## src/rtl/dtr_pkg.sv

```systemverilog
// shared types, constants and letter tables for the roman numeral converter
`default_nettype none
package dtr_pkg;

    localparam int VALUE_W     = 12;
    localparam int CHAR_W      = 7;
    localparam int QUEUE_DEPTH = 2;

    localparam int RADIX = 10;

    // floor(v / 10^n) = (v * recip) >> shift, exact for every 12-bit v
    localparam int RECIP10    = 3277;
    localparam int RECIP100   = 5243;
    localparam int RECIP1000  = 8389;

    localparam logic [CHAR_W-1:0] CH_M  = 7'd77;
    localparam logic [CHAR_W-1:0] CH_D  = 7'd68;
    localparam logic [CHAR_W-1:0] CH_C  = 7'd67;
    localparam logic [CHAR_W-1:0] CH_L  = 7'd76;
    localparam logic [CHAR_W-1:0] CH_X  = 7'd88;
    localparam logic [CHAR_W-1:0] CH_V  = 7'd86;
    localparam logic [CHAR_W-1:0] CH_I  = 7'd73;
    localparam logic [CHAR_W-1:0] CH_NL = 7'd10;

    // decimal places, most significant first; PL_END marks the newline
    typedef enum logic [2:0] {
        PL_THOU  = 3'd0,
        PL_HUND  = 3'd1,
        PL_TENS  = 3'd2,
        PL_UNITS = 3'd3,
        PL_END   = 3'd4
    } t_place;

    // which of a place's three letters a pattern position uses
    typedef enum logic [1:0] {
        SYM_ONE  = 2'd0,
        SYM_FIVE = 2'd1,
        SYM_TEN  = 2'd2
    } t_sym;

    typedef struct packed {
        logic [2:0] thou;
        logic [3:0] hund;
        logic [3:0] tens;
        logic [3:0] units;
    } t_digits;

    // number of letters a digit spells in a given place
    function automatic logic [2:0] f_len(input t_place place, input logic [3:0] digit);
        logic [2:0] len;
        len = 3'd0;
        if (place == PL_THOU) begin
            len = digit[2:0];
        end else begin
            case (digit)
                4'd1, 4'd5:       len = 3'd1;
                4'd2, 4'd4, 4'd6,
                4'd9:             len = 3'd2;
                4'd3, 4'd7:       len = 3'd3;
                4'd8:             len = 3'd4;
                default:          len = 3'd0;
            endcase
        end
        return len;
    endfunction

    function automatic t_sym f_sym(input logic [3:0] digit, input logic [1:0] pos);
        t_sym s;
        s = SYM_ONE;
        case (digit)
            4'd4: s = (pos == 2'd1) ? SYM_FIVE : SYM_ONE;
            4'd5, 4'd6, 4'd7,
            4'd8: s = (pos == 2'd0) ? SYM_FIVE : SYM_ONE;
            4'd9: s = (pos == 2'd1) ? SYM_TEN : SYM_ONE;
            default: s = SYM_ONE;
        endcase
        return s;
    endfunction

    function automatic logic [CHAR_W-1:0] f_letter(input t_place place,
                                                   input logic [3:0] digit,
                                                   input logic [1:0] pos);
        logic [CHAR_W-1:0] ch;
        t_sym              s;
        s  = f_sym(digit, pos);
        ch = CH_M;
        case (place)
            PL_THOU:  ch = CH_M;
            PL_HUND:  ch = (s == SYM_ONE) ? CH_C : (s == SYM_FIVE) ? CH_D : CH_M;
            PL_TENS:  ch = (s == SYM_ONE) ? CH_X : (s == SYM_FIVE) ? CH_L : CH_C;
            PL_UNITS: ch = (s == SYM_ONE) ? CH_I : (s == SYM_FIVE) ? CH_V : CH_X;
            default:  ch = CH_NL;
        endcase
        return ch;
    endfunction

endpackage
`default_nettype wire

```

## src/rtl/dtr_if.sv

```systemverilog
// valid/ready channel interfaces for numbers in and characters out
`default_nettype none
interface dtr_in_if;
    logic                          valid;
    logic                          ready;
    logic [dtr_pkg::VALUE_W-1:0]   value;

    modport source (output valid, output value, input ready);
    modport sink   (input valid, input value, output ready);
endinterface

interface dtr_out_if;
    logic                          valid;
    logic                          ready;
    logic [dtr_pkg::CHAR_W-1:0]    char_code;
    logic                          last;

    modport source (output valid, output char_code, output last, input ready);
    modport sink   (input valid, input char_code, input last, output ready);
endinterface
`default_nettype wire

```

## src/rtl/dtr_front.sv

```systemverilog
// front end: accepts a number and splits it into decimal digits
`default_nettype none
module dtr_front (
    input  wire              i_clk,
    input  wire              i_rst_n,
    dtr_in_if.sink           i_in,
    output logic             o_valid,
    input  wire              i_ready,
    output dtr_pkg::t_digits o_digits
);

    logic                    r_valid;
    logic                    n_valid;
    dtr_pkg::t_digits        r_digits;
    dtr_pkg::t_digits        n_digits;
    logic                    w_take;

    logic [23:0] w_p10;
    logic [24:0] w_p100;
    logic [25:0] w_p1000;
    logic [8:0]  w_q10;
    logic [5:0]  w_q100;
    logic [2:0]  w_q1000;
    logic [11:0] w_units;
    logic [8:0]  w_tens;
    logic [5:0]  w_hund;

    assign i_in.ready = !r_valid || i_ready;
    assign w_take     = i_in.valid && i_in.ready;

    always_comb begin
        w_p10   = 24'(i_in.value) * 24'(dtr_pkg::RECIP10);
        w_p100  = 25'(i_in.value) * 25'(dtr_pkg::RECIP100);
        w_p1000 = 26'(i_in.value) * 26'(dtr_pkg::RECIP1000);
        w_q10   = w_p10[23:15];
        w_q100  = w_p100[24:19];
        w_q1000 = w_p1000[25:23];
        // remainders by subtracting the scaled next quotient
        w_units = i_in.value - 12'(w_q10) * 12'(dtr_pkg::RADIX);
        w_tens  = w_q10 - 9'(w_q100) * 9'(dtr_pkg::RADIX);
        w_hund  = w_q100 - 6'(w_q1000) * 6'(dtr_pkg::RADIX);
        n_digits.thou  = w_q1000;
        n_digits.hund  = w_hund[3:0];
        n_digits.tens  = w_tens[3:0];
        n_digits.units = w_units[3:0];
        n_valid = w_take ? 1'b1 : (i_ready ? 1'b0 : r_valid);
    end

    always_ff @(posedge i_clk) begin
        if (!i_rst_n) begin
            r_valid <= 1'b0;
        end else begin
            r_valid <= n_valid;
        end
    end

    always_ff @(posedge i_clk) begin
        if (w_take) begin
            r_digits <= n_digits;
        end
    end

    assign o_valid  = r_valid;
    assign o_digits = r_digits;

endmodule
`default_nettype wire

```

## src/rtl/dtr_queue.sv

```systemverilog
// short fifo of digit sets between front and back
`default_nettype none
module dtr_queue #(
    parameter int DEPTH = dtr_pkg::QUEUE_DEPTH
) (
    input  wire              i_clk,
    input  wire              i_rst_n,
    input  wire              i_valid,
    output logic             o_ready,
    input  dtr_pkg::t_digits i_data,
    output logic             o_valid,
    input  wire              i_ready,
    output dtr_pkg::t_digits o_data
);

    localparam int AW = (DEPTH > 1) ? $clog2(DEPTH) : 1;
    localparam int CW = $clog2(DEPTH + 1);
    localparam logic [AW-1:0] LAST_IDX = AW'(DEPTH - 1);
    localparam logic [CW-1:0] FULL_CNT = CW'(DEPTH);

    dtr_pkg::t_digits r_mem [DEPTH];
    logic [AW-1:0]    r_wr;
    logic [AW-1:0]    n_wr;
    logic [AW-1:0]    r_rd;
    logic [AW-1:0]    n_rd;
    logic [CW-1:0]    r_cnt;
    logic [CW-1:0]    n_cnt;
    logic             w_push;
    logic             w_pop;

    assign o_ready = (r_cnt != FULL_CNT);
    assign o_valid = (r_cnt != '0);
    assign o_data  = r_mem[r_rd];
    assign w_push  = i_valid && o_ready;
    assign w_pop   = o_valid && i_ready;

    always_comb begin
        n_wr  = r_wr;
        n_rd  = r_rd;
        n_cnt = r_cnt;
        if (w_push) begin
            n_wr = (r_wr == LAST_IDX) ? '0 : r_wr + 1'b1;
        end
        if (w_pop) begin
            n_rd = (r_rd == LAST_IDX) ? '0 : r_rd + 1'b1;
        end
        if (w_push && !w_pop) begin
            n_cnt = r_cnt + 1'b1;
        end else if (w_pop && !w_push) begin
            n_cnt = r_cnt - 1'b1;
        end
    end

    always_ff @(posedge i_clk) begin
        if (!i_rst_n) begin
            r_wr  <= '0;
            r_rd  <= '0;
            r_cnt <= '0;
        end else begin
            r_wr  <= n_wr;
            r_rd  <= n_rd;
            r_cnt <= n_cnt;
        end
    end

    always_ff @(posedge i_clk) begin
        if (w_push) begin
            r_mem[r_wr] <= i_data;
        end
    end

endmodule
`default_nettype wire

```

## src/rtl/dtr_back.sv

```systemverilog
// back end: walks the digit patterns and sends one character per beat
`default_nettype none
module dtr_back (
    input  wire              i_clk,
    input  wire              i_rst_n,
    input  wire              i_valid,
    output logic             o_ready,
    input  dtr_pkg::t_digits i_digits,
    dtr_out_if.source        o_out
);

    dtr_pkg::t_place              r_place;
    dtr_pkg::t_place              n_place;
    logic [1:0]                   r_pos;
    logic [1:0]                   n_pos;
    logic                         r_out_valid;
    logic                         n_out_valid;
    logic [dtr_pkg::CHAR_W-1:0]   r_char;
    logic [dtr_pkg::CHAR_W-1:0]   n_char;
    logic                         r_last;
    logic                         n_last;

    logic [3:0]                   w_dig [4];
    logic [2:0]                   w_len [4];
    dtr_pkg::t_place              w_cur;
    logic                         w_found;
    logic                         w_emit;
    logic [2:0]                   w_pos_inc;

    assign w_emit    = i_valid && (!r_out_valid || o_out.ready);
    assign w_pos_inc = {1'b0, r_pos} + 3'd1;

    always_comb begin
        w_dig[0] = {1'b0, i_digits.thou};
        w_dig[1] = i_digits.hund;
        w_dig[2] = i_digits.tens;
        w_dig[3] = i_digits.units;
        for (int p = 0; p < 4; p++) begin
            w_len[p] = dtr_pkg::f_len(dtr_pkg::t_place'(3'(p)), w_dig[p]);
        end

        // first place from here on that spells any letter
        w_cur   = dtr_pkg::PL_END;
        w_found = 1'b0;
        for (int p = 0; p < 4; p++) begin
            if (!w_found && (3'(p) >= r_place) && (w_len[p] != 3'd0)) begin
                w_cur   = dtr_pkg::t_place'(3'(p));
                w_found = 1'b1;
            end
        end
    end

    always_comb begin
        n_place     = r_place;
        n_pos       = r_pos;
        n_char      = r_char;
        n_last      = r_last;
        n_out_valid = r_out_valid && !o_out.ready;
        o_ready     = 1'b0;
        if (w_emit) begin
            n_out_valid = 1'b1;
            if (w_cur == dtr_pkg::PL_END) begin
                n_char  = dtr_pkg::CH_NL;
                n_last  = 1'b1;
                n_place = dtr_pkg::PL_THOU;
                n_pos   = 2'd0;
                o_ready = 1'b1;
            end else begin
                n_char = dtr_pkg::f_letter(w_cur, w_dig[w_cur[1:0]], r_pos);
                n_last = 1'b0;
                if (w_pos_inc < w_len[w_cur[1:0]]) begin
                    n_place = w_cur;
                    n_pos   = w_pos_inc[1:0];
                end else begin
                    n_place = dtr_pkg::t_place'(w_cur + 3'd1);
                    n_pos   = 2'd0;
                end
            end
        end
    end

    always_ff @(posedge i_clk) begin
        if (!i_rst_n) begin
            r_place     <= dtr_pkg::PL_THOU;
            r_pos       <= 2'd0;
            r_out_valid <= 1'b0;
        end else begin
            r_place     <= n_place;
            r_pos       <= n_pos;
            r_out_valid <= n_out_valid;
        end
    end

    always_ff @(posedge i_clk) begin
        if (w_emit) begin
            r_char <= n_char;
            r_last <= n_last;
        end
    end

    assign o_out.valid     = r_out_valid;
    assign o_out.char_code = r_char;
    assign o_out.last      = r_last;

endmodule
`default_nettype wire

```

## src/rtl/decimal_to_roman_numeral_core.sv

```systemverilog
// top level of the decimal to roman numeral converter
//
// channel  dir  payload                         beat
// i_in     in   value[11:0]                     one number
// o_out    out  char_code[6:0], last            one character, last on newline
//
// a number gives its letters then a newline, one character per cycle while
// o_out is ready, held in the back end's single output register.
// the front splits the digits into a register; a short fifo lets it take new
// numbers while the back end is still spelling an earlier one.
// reset is synchronous and clears only control state; either side may stall.
`default_nettype none
module decimal_to_roman_numeral_core #(
    parameter int QUEUE_DEPTH = dtr_pkg::QUEUE_DEPTH
) (
    input  wire       i_clk,
    input  wire       i_rst_n,
    dtr_in_if.sink    i_in,
    dtr_out_if.source o_out
);

    logic             w_f_valid;
    logic             w_f_ready;
    dtr_pkg::t_digits w_f_digits;
    logic             w_q_valid;
    logic             w_q_ready;
    dtr_pkg::t_digits w_q_digits;

    dtr_front u_front (
        .i_clk    (i_clk),
        .i_rst_n  (i_rst_n),
        .i_in     (i_in),
        .o_valid  (w_f_valid),
        .i_ready  (w_f_ready),
        .o_digits (w_f_digits)
    );

    dtr_queue #(
        .DEPTH (QUEUE_DEPTH)
    ) u_queue (
        .i_clk   (i_clk),
        .i_rst_n (i_rst_n),
        .i_valid (w_f_valid),
        .o_ready (w_f_ready),
        .i_data  (w_f_digits),
        .o_valid (w_q_valid),
        .i_ready (w_q_ready),
        .o_data  (w_q_digits)
    );

    dtr_back u_back (
        .i_clk    (i_clk),
        .i_rst_n  (i_rst_n),
        .i_valid  (w_q_valid),
        .o_ready  (w_q_ready),
        .i_digits (w_q_digits),
        .o_out    (o_out)
    );

endmodule
`default_nettype wire
```

## src/flat_wrapper.sv

```systemverilog
// flat-port wrapper written by rule: the top's interface ports become plain ports
module decimal_to_roman_numeral_core_flat 
#(
    parameter int QUEUE_DEPTH = dtr_pkg::QUEUE_DEPTH
)
  (i_clk, i_rst_n, i_in_valid, i_in_value, i_in_ready, o_out_valid, o_out_char_code, o_out_last, o_out_ready);
  dtr_in_if i_in_i ();
  dtr_out_if o_out_i ();
  input  wire i_clk;
  input  wire i_rst_n;
  input wire logic [$bits(i_in_i.valid)-1:0] i_in_valid;
  input wire logic [$bits(i_in_i.value)-1:0] i_in_value;
  output wire logic [$bits(i_in_i.ready)-1:0] i_in_ready;
  output wire logic [$bits(o_out_i.valid)-1:0] o_out_valid;
  output wire logic [$bits(o_out_i.char_code)-1:0] o_out_char_code;
  output wire logic [$bits(o_out_i.last)-1:0] o_out_last;
  input wire logic [$bits(o_out_i.ready)-1:0] o_out_ready;
  assign i_in_i.valid = i_in_valid;
  assign i_in_i.value = i_in_value;
  assign i_in_ready = i_in_i.ready;
  assign o_out_valid = o_out_i.valid;
  assign o_out_char_code = o_out_i.char_code;
  assign o_out_last = o_out_i.last;
  assign o_out_i.ready = o_out_ready;
  decimal_to_roman_numeral_core #(.QUEUE_DEPTH(QUEUE_DEPTH)) u_core (.i_clk(i_clk), .i_rst_n(i_rst_n), .i_in(i_in_i), .o_out(o_out_i));
endmodule
```

## config.mk

```make
export PLATFORM = sky130hd
export DESIGN_NAME = decimal_to_roman_numeral_core_flat
export DESIGN_NICKNAME = d
export VERILOG_FILES = /design/src/rtl/dtr_pkg.sv /design/src/rtl/dtr_if.sv /design/src/rtl/dtr_front.sv /design/src/rtl/dtr_queue.sv /design/src/rtl/dtr_back.sv /design/src/rtl/decimal_to_roman_numeral_core.sv /design/src/flat_wrapper.sv
export SDC_FILE = /design/constraint.sdc
export NUM_CORES = 1
export LEC_CHECK = 0
export ABC_AREA = 1
export BUFFER_PORTS_ARGS = -buffer_cell sky130_fd_sc_hd__buf_2
export CAP_MARGIN = 20
export CORE_UTILIZATION = 66
export CTS_CLUSTER_SIZE = 25
export DETAILED_ROUTE_END_ITERATION = 7
export MAX_ROUTING_LAYER = met4
export PLACE_DENSITY = 0.84
export SLEW_MARGIN = 20
export SYNTH_ARGS = -nofsm -noshare
export SYNTH_HDL_FRONTEND = slang
export SYNTH_HIERARCHICAL = 1
export SYNTH_SLANG_ARGS = --single-unit
```

## constraint.sdc

```tcl
create_clock -name i_clk -period 7.86 [get_ports i_clk]
set_clock_uncertainty 0.1 [all_clocks]
set_input_delay 1.572 -clock i_clk [delete_from_list [all_inputs] [get_ports i_clk]]
set_output_delay 1.572 -clock i_clk [all_outputs]
set_load 0.1 [all_outputs]
```

==> flow_metrics.env, run 1 <==
export IMPL_place_inst=1489
export IMPL_cts_sinks=64
export IMPL_async_reset_ff_share_pct=0
export IMPL_max_freq_mhz=138
export IMPL_fillCellCount=1197
export IMPL_critical_path_class="input pin to register"
export IMPL_p_leak_nw=6.24
export IMPL_ant_nets=0
export IMPL_final_cells=1505
export IMPL_drt_wirelength_per_cell_um=16.8
export IMPL_cp_common_cell="inv_1"
export IMPL_fp_row_count=45
export IMPL_h_tree_depth=3
export IMPL_detailedRoute_firstIterationViolations=561
export IMPL_layout_drive_gt1_share_pct=10.3
export IMPL_synth_most_common_cell="inv_1"
export IMPL_critPathCapture="u_core/u_front/o_digits[7]$_DFFE_PP_"
export IMPL_worst_pin_slew_ns=0.879
export IMPL_ys_ff_latch=64
export IMPL_cp_required_ns=7.85
export IMPL_finalMaxSlewViolations=0
export IMPL_antenna_found_initial=0
export IMPL_max_cap_violations=0
export IMPL_setup_ws_ns=0.597
export IMPL_route_vias_total=8078
export IMPL_synth_area_leaders="ha_1 (24%), fa_1 (18%), edfxtp_1 (15%)"
export IMPL_rrSetupSlack_ns=3.86
export IMPL_ir_worst_vdd_mv=0.326
export IMPL_fp_dieW_um=128
export IMPL_io_pins=26
export IMPL_synth_top_area_cell="ha_1"
export IMPL_hold_path_class="register to register"
export IMPL_num_antenna_cells=0
export IMPL_io_buffer_count=24
export IMPL_worst_r2r_cell_count=21
export IMPL_grt_pass1_vias=8297
export IMPL_period_needed_ns=7.26
export IMPL_slowest_stage="fa_1"
export IMPL_cts_tree="yes"
export IMPL_hold_start="u_core/u_front/o_digits[12]$_DFFE_PP_"
export IMPL_yosys_top_cells_count="inv_1 (308), nand2_1 (262), ha_1 (196), fa_1 (94), nor2_1 (66)"
export IMPL_design_area_um2=11100
export IMPL_synth_top_area_share_pct=23.5
export IMPL_multi_input_area_um2=7320
export IMPL_setup_worst_path_start="i_in_value[1]"
export IMPL_drc_errors=0
export IMPL_rsz0062_at_grt="false"
export IMPL_cp_end_kind="register"
export IMPL_syn_area_um2=10400
export IMPL_place_hpwl_mm=21.8
export IMPL_wl_mm=25.2
export IMPL_grtUsageTotal_pct=34.5
export IMPL_cts_hold_buf=0
export IMPL_cts_made_buffers=9
export IMPL_finalPower_mw=4.22
export IMPL_powerDensity_nw_per_um2=378
export IMPL_syn_inst=1248
export IMPL_die_h_um=128
export IMPL_hold_viol=0
export IMPL_register_area_um2=1800
export IMPL_crit_fanout=9
export IMPL_synth_cell_types=51
export IMPL_insertion_delay_ns=0.33
export IMPL_die_area_um2=16300
export IMPL_overflow=0
export IMPL_setup_tns_ns=0
export IMPL_cts_clk_slew_worst_paths_ns=0.06
export IMPL_critical_path_arrival_ns=7.25
export IMPL_yosys_warnings=6
export IMPL_area_growth_syn_to_layout_pct=6.95
export IMPL_postCtsSetupBuffers=0
export IMPL_core_area_um2=15300
export IMPL_cts_root_buf="clkbuf_16"
export IMPL_grt_max_degree=17
export IMPL_postSynthAreaPerCell_um2=8.35
export IMPL_max_stage_delay_ns=0.56
export IMPL_r2r_end="u_core/u_queue/r_cnt[1]$_SDFFE_PN0P_"
export IMPL_grt_pass1_wl_mm=41.2
export IMPL_vias_per_cell=5.37
export IMPL_gp_routability_congestion=1.05
export IMPL_startpoint_type="input pin"
export IMPL_seq_area_frac_synth_pct=17.3
export IMPL_start_util_pct=68.0
export IMPL_ys_flop_type="edfxtp_1"
export IMPL_status="finished clean"
export IMPL_nNetsFinal=1595
export IMPL_place_area_um2=10800
export IMPL_slew_headroom_pct=41.3
export IMPL_cts_buffer_depth=2
export IMPL_post_route_period_util_pct=92.4
export IMPL_setup_viol=0
export IMPL_first_pass_iters=6
export IMPL_syn_num_nets=1554
export IMPL_ctsResizeCount=0
export IMPL_synth_edf_count=52
export IMPL_pre_cts_ws_ns=0.291
[metal layers]
layer	GRT usage, %	vias up	share of wire (%)
met5	-	-	0
met4	16.5	0	4.9
met3	3.48	66	4.8
met2	58.7	248	50
met1	41.4	3783	41
li1	-	3981	-
[layout by cell type (no fill, tap or decap), types with 4 or more instances in the layout]
| master | n |
|---|---|
| nand2_2 | 11 |
| ha_1 | 196 |
| nand4_1 | 11 |
| mux2_4 | 10 |
| nor2_1 | 66 |
| fa_1 | 94 |
| edfxtp_1 | 52 |
| a21oi_2 | 4 |
| xor2_1 | 9 |
| buf_4 | 12 |
| a21oi_1 | 44 |
| inv_2 | 8 |
| buf_2 | 24 |
| dfxtp_1 | 12 |
| nand2_1 | 262 |
| o21ai_0 | 12 |
| a21o_1 | 7 |
| nand2_4 | 6 |
| xnor2_1 | 7 |
| nor2_2 | 7 |
| clkbuf_16 | 11 |
| nand3_2 | 11 |
| mux2_2 | 5 |
| nand3_1 | 60 |
| inv_1 | 308 |
[cells by family after synthesis]
group	count (synthesis)	synth area share, %
multiplexers	15	1.98
other	1	0.0360
adder cells (fa/ha/maj)	290	41.6
buffers and inverters	324	12.5
AO/OA/AOI/OAI	84	4.95
XOR/XNOR	16	1.35
AND/OR/NAND/NOR	454	20.3
flip-flops	64	17.3
[how the worst min path moves through the flow]
stage | endpoint | slack (ns) | depth (start not counted)
6_report | u_core/u_queue/r_mem[1][12]$_DFFE_PP_ | 0.34 | 0
5_1_grt | u_core/u_queue/r_mem[1][14]$_DFFE_PP_ | 0.36 | 0
4_1_cts | u_core/u_queue/r_mem[1][12]$_DFFE_PP_ | 0.34 | 0
3_5_place_dp | u_core/u_queue/r_mem[0][12]$_DFFE_PP_ | 0.33 | 0
3_3_place_gp | u_core/u_queue/r_mem[1][4]$_DFFE_PP_ | 0.32 | 0
2_1_floorplan | u_core/u_queue/r_mem[0][0]$_DFFE_PP_ | 0.32 | 0
[area by class of cell]
| type | instances | share of cell area (%) |
|---|---|---|
| repair buffers | 36 | 1.89 |
| flip-flops and latches | 64 | 16.2 |
| inverters | 318 | 10.8 |
| multi-input cells | 860 | 65.7 |
| clock inverters | 5 | 0.584 |
| well taps | 211 | 2.37 |
| clock buffers | 11 | 2.47 |
[state kept, by name (all words and copies together), names as in the netlist, named ones only]
| signal | count |
|---|---|
| u_core/u_queue/r_wr | 1 |
| u_core/u_back/o_out.valid | 1 |
| u_core/u_back/r_place | 3 |
| u_core/u_queue/r_cnt | 2 |
| u_core/u_front/o_valid | 1 |
| u_core/u_front/o_digits | 15 |
| u_core/u_queue/r_mem | 30 |
| u_core/u_back/o_out.char_code | 6 |
| u_core/u_queue/r_rd | 1 |
| u_core/u_back/r_pos | 2 |
| u_core/u_back/o_out.last | 1 |
[worst max-delay path, delay by kind of cell]
kind,cells,cell delay (ns)
and+or+nand+nor,12,0.96
AOI/OAI and AO/OA,1,0.21
adders and majority gates,8,3.37
xor gates and xnor gates,2,0.41
buffers and inverters,8,0.71
[metrics by stage]
stage               hold slack (ns)  util (%)
floorplan                     0.321         -
global route                  0.360      72.8
detailed placement            0.333      70.5
global placement              0.323      70.5
CTS                           0.342      72.8
finish                        0.341      72.8
[report_power, final]
part | total [mW] | internal, mW | switching (mW) | leakage (nW)
sequential | 0.557 | 0.521 | 0.0363 | 0.584
clock | 0.438 | 0.288 | 0.151 | 0.167
combinational | 3.22 | 1.17 | 2.05 | 5.48
Power figures use the tool's default switching activity.
==> inputs of run 2 (changes only) <==
--- a/config.mk
+++ b/config.mk
@@ -12,7 +12,7 @@
 export CTS_CLUSTER_SIZE = 25
 export DETAILED_ROUTE_END_ITERATION = 7
 export MAX_ROUTING_LAYER = met4
-export PLACE_DENSITY = 0.84
+export PLACE_DENSITY = 0.81
 export SLEW_MARGIN = 20
 export SYNTH_ARGS = -nofsm -noshare
 export SYNTH_HDL_FRONTEND = slang
==> flow_metrics.env, run 2 (synthesis results as in run 1) <==
export IMPL_gp_routability_congestion=0.997
export IMPL_cp_common_cell="nand2_1"
export IMPL_cts_clk_slew_worst_paths_ns=0.06
export IMPL_h_tree_depth=3
export IMPL_cts_tree="yes"
export IMPL_cts_root_buf="clkbuf_16"
export IMPL_p_leak_nw=6.23
export IMPL_setup_viol=0
export IMPL_final_cell_mix="inv_1 (308), nand2_1 (262), ha_1 (196)"
export IMPL_grt_pass1_wl_mm=39.7
export IMPL_layout_drive_gt1_share_pct=10.1
export IMPL_final_common_cell="inv_1"
export IMPL_insertion_delay_ns=0.32
export IMPL_hold_viol=0
export IMPL_num_antenna_cells=0
export IMPL_ant_nets=0
export IMPL_final_cells=1503
export IMPL_start_util_pct=68.0
export IMPL_place_inst=1487
export IMPL_grt_max_degree=17
export IMPL_period_needed_ns=7.25
export IMPL_cts_made_buffers=9
export IMPL_worst_pin_slew_ns=0.875
export IMPL_drc_errors=0
export IMPL_io_buffer_count=24
export IMPL_crit_fanout=9
export IMPL_cts_sinks=64
export IMPL_place_hpwl_mm=20.6
export IMPL_drt_wirelength_per_cell_um=16.0
export IMPL_grtUsageTotal_pct=32.9
export IMPL_setup_ws_ns=0.612
export IMPL_fp_row_count=45
export IMPL_pre_cts_ws_ns=0.256
export IMPL_ctsResizeCount=0
export IMPL_critical_path_class="input pin to register"
export IMPL_largest_reg_flops=30
export IMPL_cp_end_kind="register"
export IMPL_finalMaxSlewViolations=0
export IMPL_die_h_um=128
export IMPL_rsz0062_at_grt="false"
export IMPL_cts_buffer_depth=2
export IMPL_powerDensity_nw_per_um2=374
export IMPL_cts_hold_buf=0
export IMPL_max_freq_mhz=138
export IMPL_startpoint_type="input pin"
export IMPL_holdWs_ns=0.340
export IMPL_overflow=0
export IMPL_fp_dieW_um=128
export IMPL_vias_per_cell=5.41
export IMPL_nNetsFinal=1593
export IMPL_max_stage_delay_ns=0.55
export IMPL_status="finished clean"
export IMPL_post_route_period_util_pct=92.2
export IMPL_setup_tns_ns=0
export IMPL_first_pass_iters=5
export IMPL_postCtsSetupBuffers=0
export IMPL_hold_path_class="register to register"
export IMPL_ir_worst_vdd_mv=0.320
export IMPL_detailedRoute_firstIterationViolations=582
export IMPL_critical_path_arrival_ns=7.23
export IMPL_io_pins=26
export IMPL_cp_required_ns=7.84
export IMPL_antenna_found_initial=0
export IMPL_fin_util_pct=72.7
export IMPL_die_area_um2=16300
export IMPL_route_vias_total=8134
export IMPL_slew_headroom_pct=41.6
export IMPL_core_area_um2=15300
export IMPL_slowest_stage="fa_1"
export IMPL_regMostFlops="u_core/u_queue/r_mem"
export IMPL_wl_mm=24.0
export IMPL_max_cap_violations=0
export IMPL_area_growth_syn_to_layout_pct=6.83
export IMPL_grt_pass1_vias=8136
[run 2: layout make-up]
type / count / area (um^2)
clock buffer: 11 / 275
clock inverter: 5 / 67.6
fill: 1182 / 4180
inverter: 318 / 1210
multi-input combinational: 860 / 7320
sequential: 64 / 1800
tap: 211 / 264
timing repair buffer: 34 / 195
[run 2: report_power, final]
group / total (mW) / internal, mW / switching [mW]
registers: 0.555 / 0.520 / 0.0350
clock network: 0.437 / 0.288 / 0.149
logic: 3.17 / 1.15 / 2.02
total: 4.17 / 1.96 / 2.21
[run 2: critical path: cells and delay by family]
| kind | cells | cell delay, ns |
|---|---|---|
| AO/OA/AOI/OAI | 1 | 0.18 |
| XOR/XNOR | 2 | 0.42 |
| adder cells (fa/ha/maj) | 8 | 3.32 |
| buffers and inverters | 8 | 0.74 |
| AND/OR/NAND/NOR | 13 | 0.99 |
[run 2: final timing paths]
kind | startpoint | to | slack, ns | cells after the start
min reg2reg | u_core/u_front/o_digits[13]$_DFFE_PP_ | u_core/u_queue/r_mem[0][13]$_DFFE_PP_ | 0.34 | 0
min | u_core/u_front/o_digits[13]$_DFFE_PP_ | u_core/u_queue/r_mem[0][13]$_DFFE_PP_ | 0.34 | 0
max | i_in_value[1] | u_core/u_front/o_digits[7]$_DFFE_PP_ | 0.61 | 32
max reg2reg | register | u_core/u_queue/r_cnt[1]$_SDFFE_PN0P_ | 3.85 | 21
[run 2: metrics by stage]
stage	area (um^2)	power, mW
2_1_floorplan	10400	2.99
5_1_grt	11100	4.60
4_1_cts	11100	4.15
6_report	11100	4.17
3_5_place_dp	10800	3.68
3_3_place_gp	10800	3.59
[run 2: routing by layer]
layer	track usage, %	vias up	share of wire (%)
li1	-	3985	-
met1	40.4	3809	42
met2	56.1	283	48
met3	4.19	57	5.6
met4	11.6	0	3.9
met5	-	-	0
